===== src/rtl/clr_pkg.sv =====
// ----------------------------------------------------------------------------
// clr_pkg
// Shared types and constants for the clipped line rasterizer: request and
// pixel write records, walk modes, opcodes and register indexes.
// ----------------------------------------------------------------------------
package clr_pkg;

    localparam int COORD_BITS  = 12;
    localparam int DIM_BITS    = 12;
    localparam int COLOR_BITS  = 32;
    localparam int ERR_BITS    = COORD_BITS + 1;
    localparam int CMP_BITS    = (COORD_BITS > DIM_BITS) ? COORD_BITS : DIM_BITS;
    localparam int MAX_WRITES  = 3;
    localparam int WCNT_BITS   = $clog2(MAX_WRITES + 1);
    localparam int QUEUE_DEPTH_DEF = 4;

    localparam logic [DIM_BITS-1:0] SCREEN_WIDTH_RESET  = DIM_BITS'(800);
    localparam logic [DIM_BITS-1:0] SCREEN_HEIGHT_RESET = DIM_BITS'(600);

    typedef logic signed [COORD_BITS-1:0] coord_t;

    typedef enum logic
    {
        OP_START = 1'b0,
        OP_STEP  = 1'b1
    } op_t;

    typedef enum logic [1:0]
    {
        WALK_DOT = 2'd0,
        WALK_Y   = 2'd1,
        WALK_X   = 2'd2
    } walk_t;

    typedef enum logic
    {
        CFG_SCREEN_WIDTH  = 1'b0,
        CFG_SCREEN_HEIGHT = 1'b1
    } cfg_index_t;

    typedef struct packed
    {
        op_t                   op;
        coord_t                start_x;
        coord_t                start_y;
        coord_t                end_x;
        coord_t                end_y;
        logic [COLOR_BITS-1:0] line_color;
    } req_t;

    typedef struct packed
    {
        coord_t                pixel_x;
        coord_t                pixel_y;
        logic [COLOR_BITS-1:0] pixel_color;
        logic                  write_enable;
        logic                  last;
    } pix_t;

    // Writes caused by one request, slot 0 first; count says how many are live.
    typedef struct packed
    {
        logic [WCNT_BITS-1:0]    count;
        pix_t [MAX_WRITES-1:0]   wr;
    } push_t;

endpackage


===== src/rtl/clr_walk.sv =====
// ----------------------------------------------------------------------------
// clr_walk
// Line walk state and single-pass step logic. A start request loads the
// endpoints; each step request produces up to three pixel writes.
// ----------------------------------------------------------------------------
module clr_walk
(
    input  logic                      clk,
    input  logic                      rst_n,
    input  logic                      take,
    input  clr_pkg::req_t             req,
    input  logic [clr_pkg::DIM_BITS-1:0] screen_width,
    input  logic [clr_pkg::DIM_BITS-1:0] screen_height,
    output clr_pkg::push_t            push
);
    import clr_pkg::*;

    logic                  busy_reg,    busy_next;
    walk_t                 mode_reg,    mode_next;
    coord_t                cur_x_reg,   cur_x_next;
    coord_t                cur_y_reg,   cur_y_next;
    coord_t                stop_x_reg,  stop_x_next;
    coord_t                stop_y_reg,  stop_y_next;
    logic [COORD_BITS-1:0] major_reg,   major_next;
    logic [COORD_BITS-1:0] minor_reg,   minor_next;
    logic [ERR_BITS-1:0]   err_reg,     err_next;
    logic                  dir_neg_reg, dir_neg_next;
    logic [COLOR_BITS-1:0] color_reg,   color_next;

    function automatic logic on_screen(coord_t x, coord_t y,
                                       logic [DIM_BITS-1:0] w,
                                       logic [DIM_BITS-1:0] h);
        logic x_ok;
        logic y_ok;
        x_ok = !x[COORD_BITS-1] && (CMP_BITS'($unsigned(x)) < CMP_BITS'(w));
        y_ok = !y[COORD_BITS-1] && (CMP_BITS'($unsigned(y)) < CMP_BITS'(h));
        return x_ok && y_ok;
    endfunction

    function automatic logic [COORD_BITS-1:0] abs_diff(coord_t a, coord_t b);
        logic signed [COORD_BITS:0] d;
        d = {b[COORD_BITS-1], b} - {a[COORD_BITS-1], a};
        return d[COORD_BITS] ? COORD_BITS'(-d) : COORD_BITS'(d);
    endfunction

    always_comb
    begin
        pix_t                  w;
        logic [COORD_BITS-1:0] dx;
        logic [COORD_BITS-1:0] dy;
        logic                  swap;
        coord_t                ax;
        coord_t                ay;
        coord_t                bx;
        coord_t                by;
        logic                  is_y;
        coord_t                maj_cur;
        coord_t                min_cur;
        coord_t                maj_stop;
        coord_t                step;
        logic [ERR_BITS-1:0]   e1;
        logic [WCNT_BITS-1:0]  n;

        busy_next    = busy_reg;
        mode_next    = mode_reg;
        cur_x_next   = cur_x_reg;
        cur_y_next   = cur_y_reg;
        stop_x_next  = stop_x_reg;
        stop_y_next  = stop_y_reg;
        major_next   = major_reg;
        minor_next   = minor_reg;
        err_next     = err_reg;
        dir_neg_next = dir_neg_reg;
        color_next   = color_reg;
        push         = '0;
        n            = '0;

        w.pixel_color  = color_reg;
        w.pixel_x      = cur_x_reg;
        w.pixel_y      = cur_y_reg;
        w.write_enable = 1'b0;
        w.last         = 1'b0;

        dx   = abs_diff(req.start_x, req.end_x);
        dy   = abs_diff(req.start_y, req.end_y);
        swap = (dx >= dy) ? (req.end_x < req.start_x) : (req.end_y < req.start_y);
        ax   = swap ? req.end_x   : req.start_x;
        ay   = swap ? req.end_y   : req.start_y;
        bx   = swap ? req.start_x : req.end_x;
        by   = swap ? req.start_y : req.end_y;

        is_y     = (mode_reg == WALK_Y);
        maj_cur  = is_y ? cur_y_reg  : cur_x_reg;
        min_cur  = is_y ? cur_x_reg  : cur_y_reg;
        maj_stop = is_y ? stop_y_reg : stop_x_reg;
        step     = dir_neg_reg ? coord_t'(-1) : coord_t'(1);
        e1       = err_reg + ERR_BITS'(minor_reg);

        if (take && req.op == OP_START)
        begin
            busy_next    = 1'b1;
            color_next   = req.line_color;
            err_next     = '0;
            minor_next   = '0;
            dir_neg_next = 1'b0;
            cur_x_next   = req.start_x;
            cur_y_next   = req.start_y;
            stop_x_next  = req.end_x;
            stop_y_next  = req.end_y;
            if (req.start_x == req.end_x && req.start_y == req.end_y)
            begin
                mode_next  = WALK_DOT;
                major_next = '0;
            end
            else if (req.start_x == req.end_x)
            begin
                mode_next    = WALK_Y;
                major_next   = dy;
                dir_neg_next = req.start_y > req.end_y;
            end
            else if (req.start_y == req.end_y)
            begin
                mode_next    = WALK_X;
                major_next   = dx;
                dir_neg_next = req.start_x > req.end_x;
            end
            else
            begin
                // Swap endpoints so the major coordinate always increases.
                cur_x_next  = ax;
                cur_y_next  = ay;
                stop_x_next = bx;
                stop_y_next = by;
                if (dx >= dy)
                begin
                    mode_next    = WALK_X;
                    major_next   = dx;
                    minor_next   = dy;
                    dir_neg_next = by < ay;
                end
                else
                begin
                    mode_next    = WALK_Y;
                    major_next   = dy;
                    minor_next   = dx;
                    dir_neg_next = bx < ax;
                end
            end
        end
        else if (take && busy_reg)
        begin
            case (mode_reg)
                WALK_X, WALK_Y:
                begin
                    if (minor_reg == '0)
                    begin
                        if (maj_cur == maj_stop)
                        begin
                            w.pixel_x = stop_x_reg;
                            w.pixel_y = stop_y_reg;
                            w.last    = 1'b1;
                            busy_next = 1'b0;
                        end
                        else
                        begin
                            maj_cur = maj_cur + step;
                        end
                        w.write_enable = on_screen(w.pixel_x, w.pixel_y,
                                                   screen_width, screen_height);
                        push.wr[0] = w;
                        n          = WCNT_BITS'(1);
                    end
                    else
                    begin
                        w.write_enable = on_screen(w.pixel_x, w.pixel_y,
                                                   screen_width, screen_height);
                        push.wr[0] = w;
                        n          = WCNT_BITS'(1);
                        err_next   = e1;
                        if (e1 >= ERR_BITS'(major_reg))
                        begin
                            err_next  = e1 - ERR_BITS'(major_reg);
                            min_cur   = min_cur + step;
                            w.pixel_x = is_y ? min_cur : maj_cur;
                            w.pixel_y = is_y ? maj_cur : min_cur;
                            w.write_enable = on_screen(w.pixel_x, w.pixel_y,
                                                       screen_width, screen_height);
                            push.wr[n] = w;
                            n          = n + WCNT_BITS'(1);
                        end
                        if (maj_cur == maj_stop)
                        begin
                            // Final endpoint goes out once more, flagged last.
                            w.pixel_x = stop_x_reg;
                            w.pixel_y = stop_y_reg;
                            w.last    = 1'b1;
                            w.write_enable = on_screen(w.pixel_x, w.pixel_y,
                                                       screen_width, screen_height);
                            push.wr[n] = w;
                            n          = n + WCNT_BITS'(1);
                            busy_next  = 1'b0;
                        end
                        else
                        begin
                            maj_cur = maj_cur + coord_t'(1);
                        end
                    end
                    cur_x_next = is_y ? min_cur : maj_cur;
                    cur_y_next = is_y ? maj_cur : min_cur;
                end
                default:
                begin
                    w.last         = 1'b1;
                    w.write_enable = on_screen(w.pixel_x, w.pixel_y,
                                               screen_width, screen_height);
                    push.wr[0] = w;
                    n          = WCNT_BITS'(1);
                    busy_next  = 1'b0;
                end
            endcase
        end
        push.count = n;
    end

    always_ff @(posedge clk or negedge rst_n)
    begin
        if (!rst_n)
        begin
            busy_reg <= 1'b0;
            mode_reg <= WALK_DOT;
        end
        else
        begin
            busy_reg <= busy_next;
            mode_reg <= mode_next;
        end
    end

    always_ff @(posedge clk)
    begin
        cur_x_reg   <= cur_x_next;
        cur_y_reg   <= cur_y_next;
        stop_x_reg  <= stop_x_next;
        stop_y_reg  <= stop_y_next;
        major_reg   <= major_next;
        minor_reg   <= minor_next;
        err_reg     <= err_next;
        dir_neg_reg <= dir_neg_next;
        color_reg   <= color_next;
    end

endmodule


===== src/rtl/clr_outq.sv =====
// ----------------------------------------------------------------------------
// clr_outq
// Pixel write queue. Takes up to three writes per cycle from the walk and
// hands them out one per unstalled cycle. DEPTH must be a power of two.
// ----------------------------------------------------------------------------
module clr_outq
#(
    parameter int DEPTH = clr_pkg::QUEUE_DEPTH_DEF
)
(
    input  logic           clk,
    input  logic           rst_n,
    input  clr_pkg::push_t push,
    output logic           full,
    output logic           pix_valid,
    input  logic           pix_stall,
    output clr_pkg::pix_t  pix_data
);
    import clr_pkg::*;

    localparam int PTR_BITS = $clog2(DEPTH);
    localparam int CNT_BITS = $clog2(DEPTH + 1);

    pix_t                mem_reg [DEPTH];
    logic [PTR_BITS-1:0] head_reg,  head_next;
    logic [PTR_BITS-1:0] tail_reg,  tail_next;
    logic [CNT_BITS-1:0] count_reg, count_next;
    logic                pop;

    assign pop       = pix_valid && !pix_stall;
    assign pix_valid = (count_reg != '0);
    assign pix_data  = mem_reg[head_reg];
    // Hold off requests unless a full batch of writes still fits.
    assign full      = count_reg > CNT_BITS'(DEPTH - MAX_WRITES);

    always_comb
    begin
        head_next  = head_reg + PTR_BITS'(pop);
        tail_next  = tail_reg + PTR_BITS'(push.count);
        count_next = count_reg + CNT_BITS'(push.count) - CNT_BITS'(pop);
    end

    always_ff @(posedge clk or negedge rst_n)
    begin
        if (!rst_n)
        begin
            head_reg  <= '0;
            tail_reg  <= '0;
            count_reg <= '0;
        end
        else
        begin
            head_reg  <= head_next;
            tail_reg  <= tail_next;
            count_reg <= count_next;
        end
    end

    always_ff @(posedge clk)
    begin
        for (int i = 0; i < MAX_WRITES; i++)
        begin
            if (i < int'(push.count))
            begin
                mem_reg[tail_reg + PTR_BITS'(i)] <= push.wr[i];
            end
        end
    end

endmodule


===== src/rtl/clipped_line_rasterizer_top.sv =====
// ----------------------------------------------------------------------------
// clipped_line_rasterizer_top
// Line rasterizer with screen-bound write enables.
// ----------------------------------------------------------------------------
// Usage:
//   req channel (req_valid / req_stall / req_data): a start request loads
//   both endpoints and the color and produces no write; each step request
//   advances the line one position along its major axis and produces one
//   to three pixel writes. A step with no line in progress produces nothing.
//   pix channel (pix_valid / pix_stall / pix_data): one pixel write per
//   transfer; write_enable is low for pixels off the screen, last marks the
//   final write of a line.
//   A request's writes are registered into the write queue when it is
//   taken and leave in order behind any writes already queued. Requests
//   are taken one per cycle while req_stall is low; the sustained rate is
//   bounded by the pix port, one write per cycle.
//   A four-entry write queue sits between the walk and the pix port;
//   req_stall rises while fewer than three entries are free, so a full batch
//   of writes always fits. With the receiver stalled, requests back up once
//   two writes are waiting. Screen size registers are written through
//   cfg_write / cfg_index / cfg_data; the user does so only while no line is
//   in flight, which the block does not enforce. Reset empties the queue,
//   ends any line and sets the screen to 800 by 600.
// ----------------------------------------------------------------------------
module clipped_line_rasterizer_top
#(
    parameter int QUEUE_DEPTH = clr_pkg::QUEUE_DEPTH_DEF
)
(
    input  logic                         clk,
    input  logic                         rst_n,
    input  logic                         req_valid,
    output logic                         req_stall,
    input  clr_pkg::req_t                req_data,
    output logic                         pix_valid,
    input  logic                         pix_stall,
    output clr_pkg::pix_t                pix_data,
    input  logic                         cfg_write,
    input  clr_pkg::cfg_index_t          cfg_index,
    input  logic [clr_pkg::DIM_BITS-1:0] cfg_data
);
    import clr_pkg::*;

    logic [DIM_BITS-1:0] width_reg,  width_next;
    logic [DIM_BITS-1:0] height_reg, height_next;
    logic                take;
    logic                full;
    push_t               push;

    assign take      = req_valid && !req_stall;
    assign req_stall = full;

    always_comb
    begin
        width_next  = width_reg;
        height_next = height_reg;
        if (cfg_write)
        begin
            unique case (cfg_index)
                CFG_SCREEN_WIDTH:  width_next  = cfg_data;
                CFG_SCREEN_HEIGHT: height_next = cfg_data;
                default:           width_next  = width_reg;
            endcase
        end
    end

    always_ff @(posedge clk or negedge rst_n)
    begin
        if (!rst_n)
        begin
            width_reg  <= SCREEN_WIDTH_RESET;
            height_reg <= SCREEN_HEIGHT_RESET;
        end
        else
        begin
            width_reg  <= width_next;
            height_reg <= height_next;
        end
    end

    clr_walk u_walk
    (
        .clk           (clk),
        .rst_n         (rst_n),
        .take          (take),
        .req           (req_data),
        .screen_width  (width_reg),
        .screen_height (height_reg),
        .push          (push)
    );

    clr_outq
    #(
        .DEPTH (QUEUE_DEPTH)
    )
    u_outq
    (
        .clk       (clk),
        .rst_n     (rst_n),
        .push      (push),
        .full      (full),
        .pix_valid (pix_valid),
        .pix_stall (pix_stall),
        .pix_data  (pix_data)
    );

endmodule


===== config.mk =====
export PLATFORM = sky130hd
export DESIGN_NAME = clipped_line_rasterizer_top
export DESIGN_NICKNAME = d
export VERILOG_FILES = /design/src/rtl/clr_pkg.sv /design/src/rtl/clr_walk.sv /design/src/rtl/clr_outq.sv /design/src/rtl/clipped_line_rasterizer_top.sv
export SDC_FILE = /design/constraint.sdc
export NUM_CORES = 1
export LEC_CHECK = 0
export CAP_MARGIN = 40
export CORE_MARGIN = 1.5
export CORE_UTILIZATION = 62
export DETAILED_ROUTE_END_ITERATION = 10
export DONT_BUFFER_PORTS = 1
export PLACE_DENSITY = 0.78
export SKIP_CTS_REPAIR_TIMING = 1
export SYNTH_ARGS = -nofsm -noshare
export SYNTH_HDL_FRONTEND = slang
export SYNTH_SLANG_ARGS = --single-unit

===== constraint.sdc =====
create_clock -name clk -period 13.62 [get_ports clk]
set_input_delay 0.681 -clock clk [delete_from_list [all_inputs] [get_ports clk]]
set_output_delay 0.681 -clock clk [all_outputs]
set_load 0.01 [all_outputs]

# [Yosys cells after proc, flatten, opt, wreduce, memory -nomap -nowiden]
# Memory sizes are Yosys's and may differ from the RTL's.
# Index checks and enable logic that the tools add are counted.
[totals] regBits=152 ramBits=232 input_bits=99 elab_cells=194 mem_count=1
[mem_list] memory="u_outq.mem_reg" depth=4 width=58 read_ports=1 rd_clocked_by_memory_dff=0 wr=3 line_no="clr_outq.sv:24" source="pix_t mem_reg [DEPTH];"
[classes] add_sub_neg=16 order_cmp=22 n_eq_ne=6 n_mux=91 n_bitwise=3 reduce_logical=39
[ops] op="$mux 174" count=3
[ops] op="$mux 12" count=41
[ops] op="$mux 58" count=8
[ops] op="$mux 116" count=2
[ops] op="$bwmux 174" count=1
[ops] op="$lt 12x12->1" count=12
[ops] op="$mux 24" count=5
[ops] op="$demux 58 s2" count=1
[ops] op="$eq 12x12->1" count=3
[ops] op="$mux 2" count=14
[ops] op="$sub 12x12->13" count=2
[ops] op="$add 12x12->12" count=2
[ops] op="$gt 12x12->1" count=2
[ops] op="$neg 12->12" count=2
[ops] op="$logic_and 1x1->1" count=18
[ops] op="$mux 1" count=15
[ops] op="$add 13x12->13" count=1
[ops] op="$ge 13x12->1" count=1
[ops] op="$mux 13" count=1
[ops] op="$sub 13x12->13" count=1
[ops] op="$add 12x2->12 const B" count=1
[ops] op="$ge 12x12->1" count=1
[ops] op="$logic_not 12->1" count=1
[ops] op="$logic_not 1->1" count=10
[ops] op="21 further kinds" count=29

# [Depth between registers and ports, before layout]
[depth] word_depth=18 ltp_mapped=30

# [Hierarchy]
# From an unflattened synthesis, not the netlist that was laid out.
[unflattened] cells_unflattened=3354 area_unflattened_um2=29443.2
[by_module_without_submodules] mod="clr_walk" n_inst=1 cells_per_inst=1912 area_each_um2=15024.4 seq_area_each_um2=3488.3
[by_module_without_submodules] mod="clr_outq" n_inst=1 cells_per_inst=1389 area_each_um2=13450.4 seq_area_each_um2=7141.8
[by_module_without_submodules] mod="clipped_line_rasterizer_top" n_inst=1 cells_per_inst=53 area_each_um2=968.4 seq_area_each_um2=609.3

# [Least setup slack after synthesis]
# Ideal clock, no wire load.
[synth_timing] kind="reg2reg" start="reg u_walk.minor_reg[0]" end="mem u_outq.mem_reg[0][0] in the netlist's numbering, enable pin" setup_time_ps=567 arrival_time_ps=9106 setup_slack_ps=3947 path_stages_with_launch=24 period_less_slack_ps=9673 path_cell_list="edfxtp_1 ha_1 fa_1 a21o_1 a21oi_2 o21a_1 nor2_1 a21o_1 xor2_1 ha_1 and3_1 nand4_1 o41ai_2 or4_1 a21oi_1 nor3_2 or2_1 buf_6 buf_4 buf_2 ha_1 a21oi_2 o21ai_0 a221oi_1"
[synth_rtl] item="start: declaration" line_no="clr_walk.sv:25" source="logic [COORD_BITS-1:0] minor_reg, minor_next;"
[synth_rtl] item="start signal: assignment" line_no="clr_walk.sv:246" source="minor_reg <= minor_next;"
[synth_rtl] item="end: declaration" line_no="clr_outq.sv:24"

==> results.json <==
{
  "status": "finished, final reports clean",
  "required_ns": 13.99,
  "power_density_mw_per_mm2": 196,
  "drt-wirelength-per-cell_um": 25.7,
  "worst_setup_path_end_kind": "flip-flop",
  "ir_drop_uv": 173,
  "r2r-end": "u_outq.mem_reg[3][56]",
  "maxCapViolCount": 0,
  "syn_nets": 2921,
  "criticalPathCategory": "flip-flop to flip-flop",
  "startpoint": "u_walk.minor_reg[1]",
  "post-dp-hpwl_mm": 59.0,
  "via_count": 21500,
  "track_usage": 0.367,
  "setup_violations": 0,
  "routed.top_layer": "met5",
  "cts_buffers": 41,
  "hold_violations": 0,
  "drt-total-wl_mm": 81.3,
  "worst_slew_pin_slew_ns": 0.894,
  "grt_pass1_wl_mm": 123,
  "clk_latency_ns": 0.58,
  "antenna_found_initial": 1,
  "cts.clk_slew.worst_paths_ns": 0.06,
  "r2r-start": "u_walk.minor_reg[1]",
  "gr-total-overflow": 0,
  "drcViolationCount": 0,
  "synth_edf_count": 337,
  "h-tree-depth": 2,
  "dr_wl_met3_mm": 8.79,
  "start_kind": "flip-flop",
  "drive_gt1_frac": 0.104,
  "syn_to_final_growth_pct": 7.39,
  "dr.first_iter.drc_count": 2815,
  "synth_cell_types": 90,
  "ant_nets": 0,
  "yosys_warnings": 0,
  "ys.flop_type": "edfxtp_1",
  "ff2ff_setup_slack_ns": 6.42,
  "cts_root_buffer": "clkbuf_16",
  "tns_ns": 0,
  "syn_area_sq_mm": 0.0265,
  "dp_slack_ns": 6.55,
  "crit_end": "u_outq.mem_reg[3][56]",
  "die_w_um": 210,
  "ys_seq_area_frac": 0.424,
  "period_share": 0.529,
  "leakage_nw": 10.9,
  "tritoncts": "built",
  "gp_congestion": 1.01,
  "synth.avg_cell_area_sq_um": 10.1,
  "wirelength_met1_mm": 32.7,
  "synth_cells": 2634,
  "worstPathMaxFanout": 87,
  "cts.sinks": 384,
  "rsz0062_at_grt": "false",
  "fmax_ghz": 0.139,
  "worst_slack_ns": 6.42,
  "die_area_sq_mm": 0.0440,
  "fin_skew_ns": 0.0226,
  "arrival_ns": 7.58,
  "row_count": 75,
  "maxSlewHeadroom": 0.404,
  "hp-class": "primary input to flip-flop",
  "chipHeight_um": 210,
  "ctsLongestPathBuffers": 3,
  "routed_via_density": 6.83,
  "place.port_buffers": 0,
  "r2r_cells": 27,
  "synth_seq_cells": 384,
  "synthArstFlopShare": 0.0885,
  "start_util": 0.631,
  "nets": 2871,
  "grt_pass1_vias": 20600,
  "grt_start_max_net_pins": 88,
  "slew_viol_final": 0,
  "largest_register_ffs": 232,
  "ioPinCount": 159,
  "fp.coreArea_sq_mm": 0.0420,
  "period_minus_slack_ns": 7.20,
  "wl_met2_mm": 36.6,
  "dr.pass1.iters": 6
}
[metrics by stage]
| step | power, W | utilization | area (sq um) | hold WS (ns) | cells |
|---|---|---|---|---|---|
| 6_report | 0.00558 | 0.677 | 28500 | 0.191 | 3156 |
| 5_1_grt | 0.00590 | 0.677 | 28500 | 0.169 | 3155 |
| 4_1_cts | 0.00553 | 0.676 | 28400 | -0.228 | 3153 |
| 3_5_place_dp | 0.00440 | 0.644 | 27100 | 0.386 | 3078 |
| 3_3_place_gp | 0.00432 | 0.640 | 26900 | 0.386 | 3067 |
| 2_1_floorplan | 0.00373 | - | 26500 | 0.385 | 2634 |
[synthesized netlist by cell type, types with 14 or more instances]
| cell type | instances | area share |
|---|---|---|
| or3_1 | 28 | 0.0066 |
| nor2b_1 | 27 | 0.0064 |
| nor3_1 | 48 | 0.0091 |
| ha_1 | 181 | 0.085 |
| and2_1 | 17 | 0.0040 |
| o21ai_0 | 153 | 0.029 |
| nand4_1 | 17 | 0.0040 |
| a221oi_1 | 21 | 0.0069 |
| o21a_1 | 14 | 0.0040 |
| a21oi_1 | 141 | 0.027 |
| xnor2_1 | 57 | 0.019 |
| o221ai_1 | 48 | 0.016 |
| nand2_1 | 280 | 0.040 |
| nor4_1 | 21 | 0.0050 |
| buf_2 | 36 | 0.0068 |
| nand2b_1 | 14 | 0.0033 |
| o2bb2ai_1 | 16 | 0.0053 |
| dfrtp_1 | 27 | 0.025 |
| inv_1 | 138 | 0.020 |
| mux2_2 | 45 | 0.019 |
| o22ai_1 | 34 | 0.0080 |
| and3_1 | 23 | 0.0054 |
| a211oi_1 | 26 | 0.0074 |
| nand3_1 | 41 | 0.0077 |
| mux4_2 | 58 | 0.049 |
| mux2i_1 | 63 | 0.024 |
| nor2_1 | 292 | 0.041 |
| a21o_1 | 46 | 0.013 |
| clkbuf_1 | 83 | 0.012 |
| edfxtp_1 | 337 | 0.38 |
| o211ai_1 | 31 | 0.0088 |
| xor2_1 | 41 | 0.014 |
[cells in the final DEF, fill, tap and decap left out, types with 16 or more instances in the layout]
cell type,netlist,final
a221oi_1,21,19
clkbuf_16,0,41
o22ai_1,34,30
nand4_1,17,17
o211ai_1,31,31
nand3_1,41,41
ha_1,181,180
and2_1,17,17
o2bb2ai_1,16,16
a211oi_1,26,26
a21oi_1,141,140
xnor2_1,57,57
mux2i_1,63,63
o21ai_0,153,153
nor2_1,292,291
inv_1,138,138
nand2_1,280,280
edfxtp_1,337,337
a21o_1,46,46
and3_1,23,23
mux2_2,45,45
nor4_1,21,21
dfrtp_1,27,25
mux4_2,58,58
o221ai_1,48,48
or3_1,28,28
nor3_1,48,47
buf_4,9,39
xor2_1,41,41
nor2b_1,27,27
[metal layers]
layer / track usage / up-vias
met5: 0 / -
met4: 0.133 / 2
met1: 0.501 / 10300
met3: 0.0871 / 217
li1: - / 9767
met2: 0.575 / 1257
[report_power, final]
| group | switching, W | internal [W] | total [W] |
|---|---|---|---|
| combinational | 0.00176 | 0.00110 | 0.00286 |
| sequential | 0.000130 | 0.00147 | 0.00160 |
| clock | 0.000479 | 0.000646 | 0.00112 |
| total | 0.00237 | 0.00321 | 0.00558 |
[worst min-delay path by stage]
stage | start | end | slack, ns | cells after the start
6_report | req_data[17] | u_walk.color_reg[17] | 0.19 | 0
3_3_place_gp | rst_n | height_reg[5] | 0.39 | 0
3_5_place_dp | rst_n | width_reg[4] | 0.39 | 0
5_1_grt | req_data[17] | u_walk.color_reg[17] | 0.17 | 0
4_1_cts | rst_n | u_outq.count_reg[2] | -0.23 | 0
2_1_floorplan | rst_n | height_reg[0] | 0.39 | 0
[worst max-delay path: stages (launching register included)]
cell and delay [ns]:
edfxtp_1 0.43, ha_1 0.29, a21o_1 0.17, a21oi_1 0.23, o21bai_1 0.09, a21oi_1 0.22, o21bai_1 0.09, a21oi_1 0.26
o21ai_0 0.18, a21oi_1 0.21, xnor2_1 0.12, ha_1 0.34, nand4_1 0.10, o41ai_2 0.32, or4_1 0.17, a21oi_1 0.04
nor3_2 0.48, or2_1 0.27, inv_6 0.21, ha_1 0.31, nor2_4 0.22, nand2_1 0.23, nor2_2 0.13, buf_4 0.31
nand2_1 0.45, nand2_1 0.70, nor2_1 0.11, a221oi_1 0.29
[kinds of logic after synthesis]
family / share of synthesized area
flops: 0.424
simple gates: 0.145
mux: 0.0927
xor+xnor: 0.0324
buf+inv: 0.0442
fa+ha+maj: 0.0907
compound gates: 0.171
[cell type report]
type	count	area (sq um)
clock buffer	50	1080
sequential	384	11200
multi-input combinational	1966	14200
clock inverter	25	272
antenna	1	2.50
timing repair buffer	47	453
tap	539	674
inverter	144	548
fill	3241	13600
Note: power is estimated with default switching activity, not from simulation.
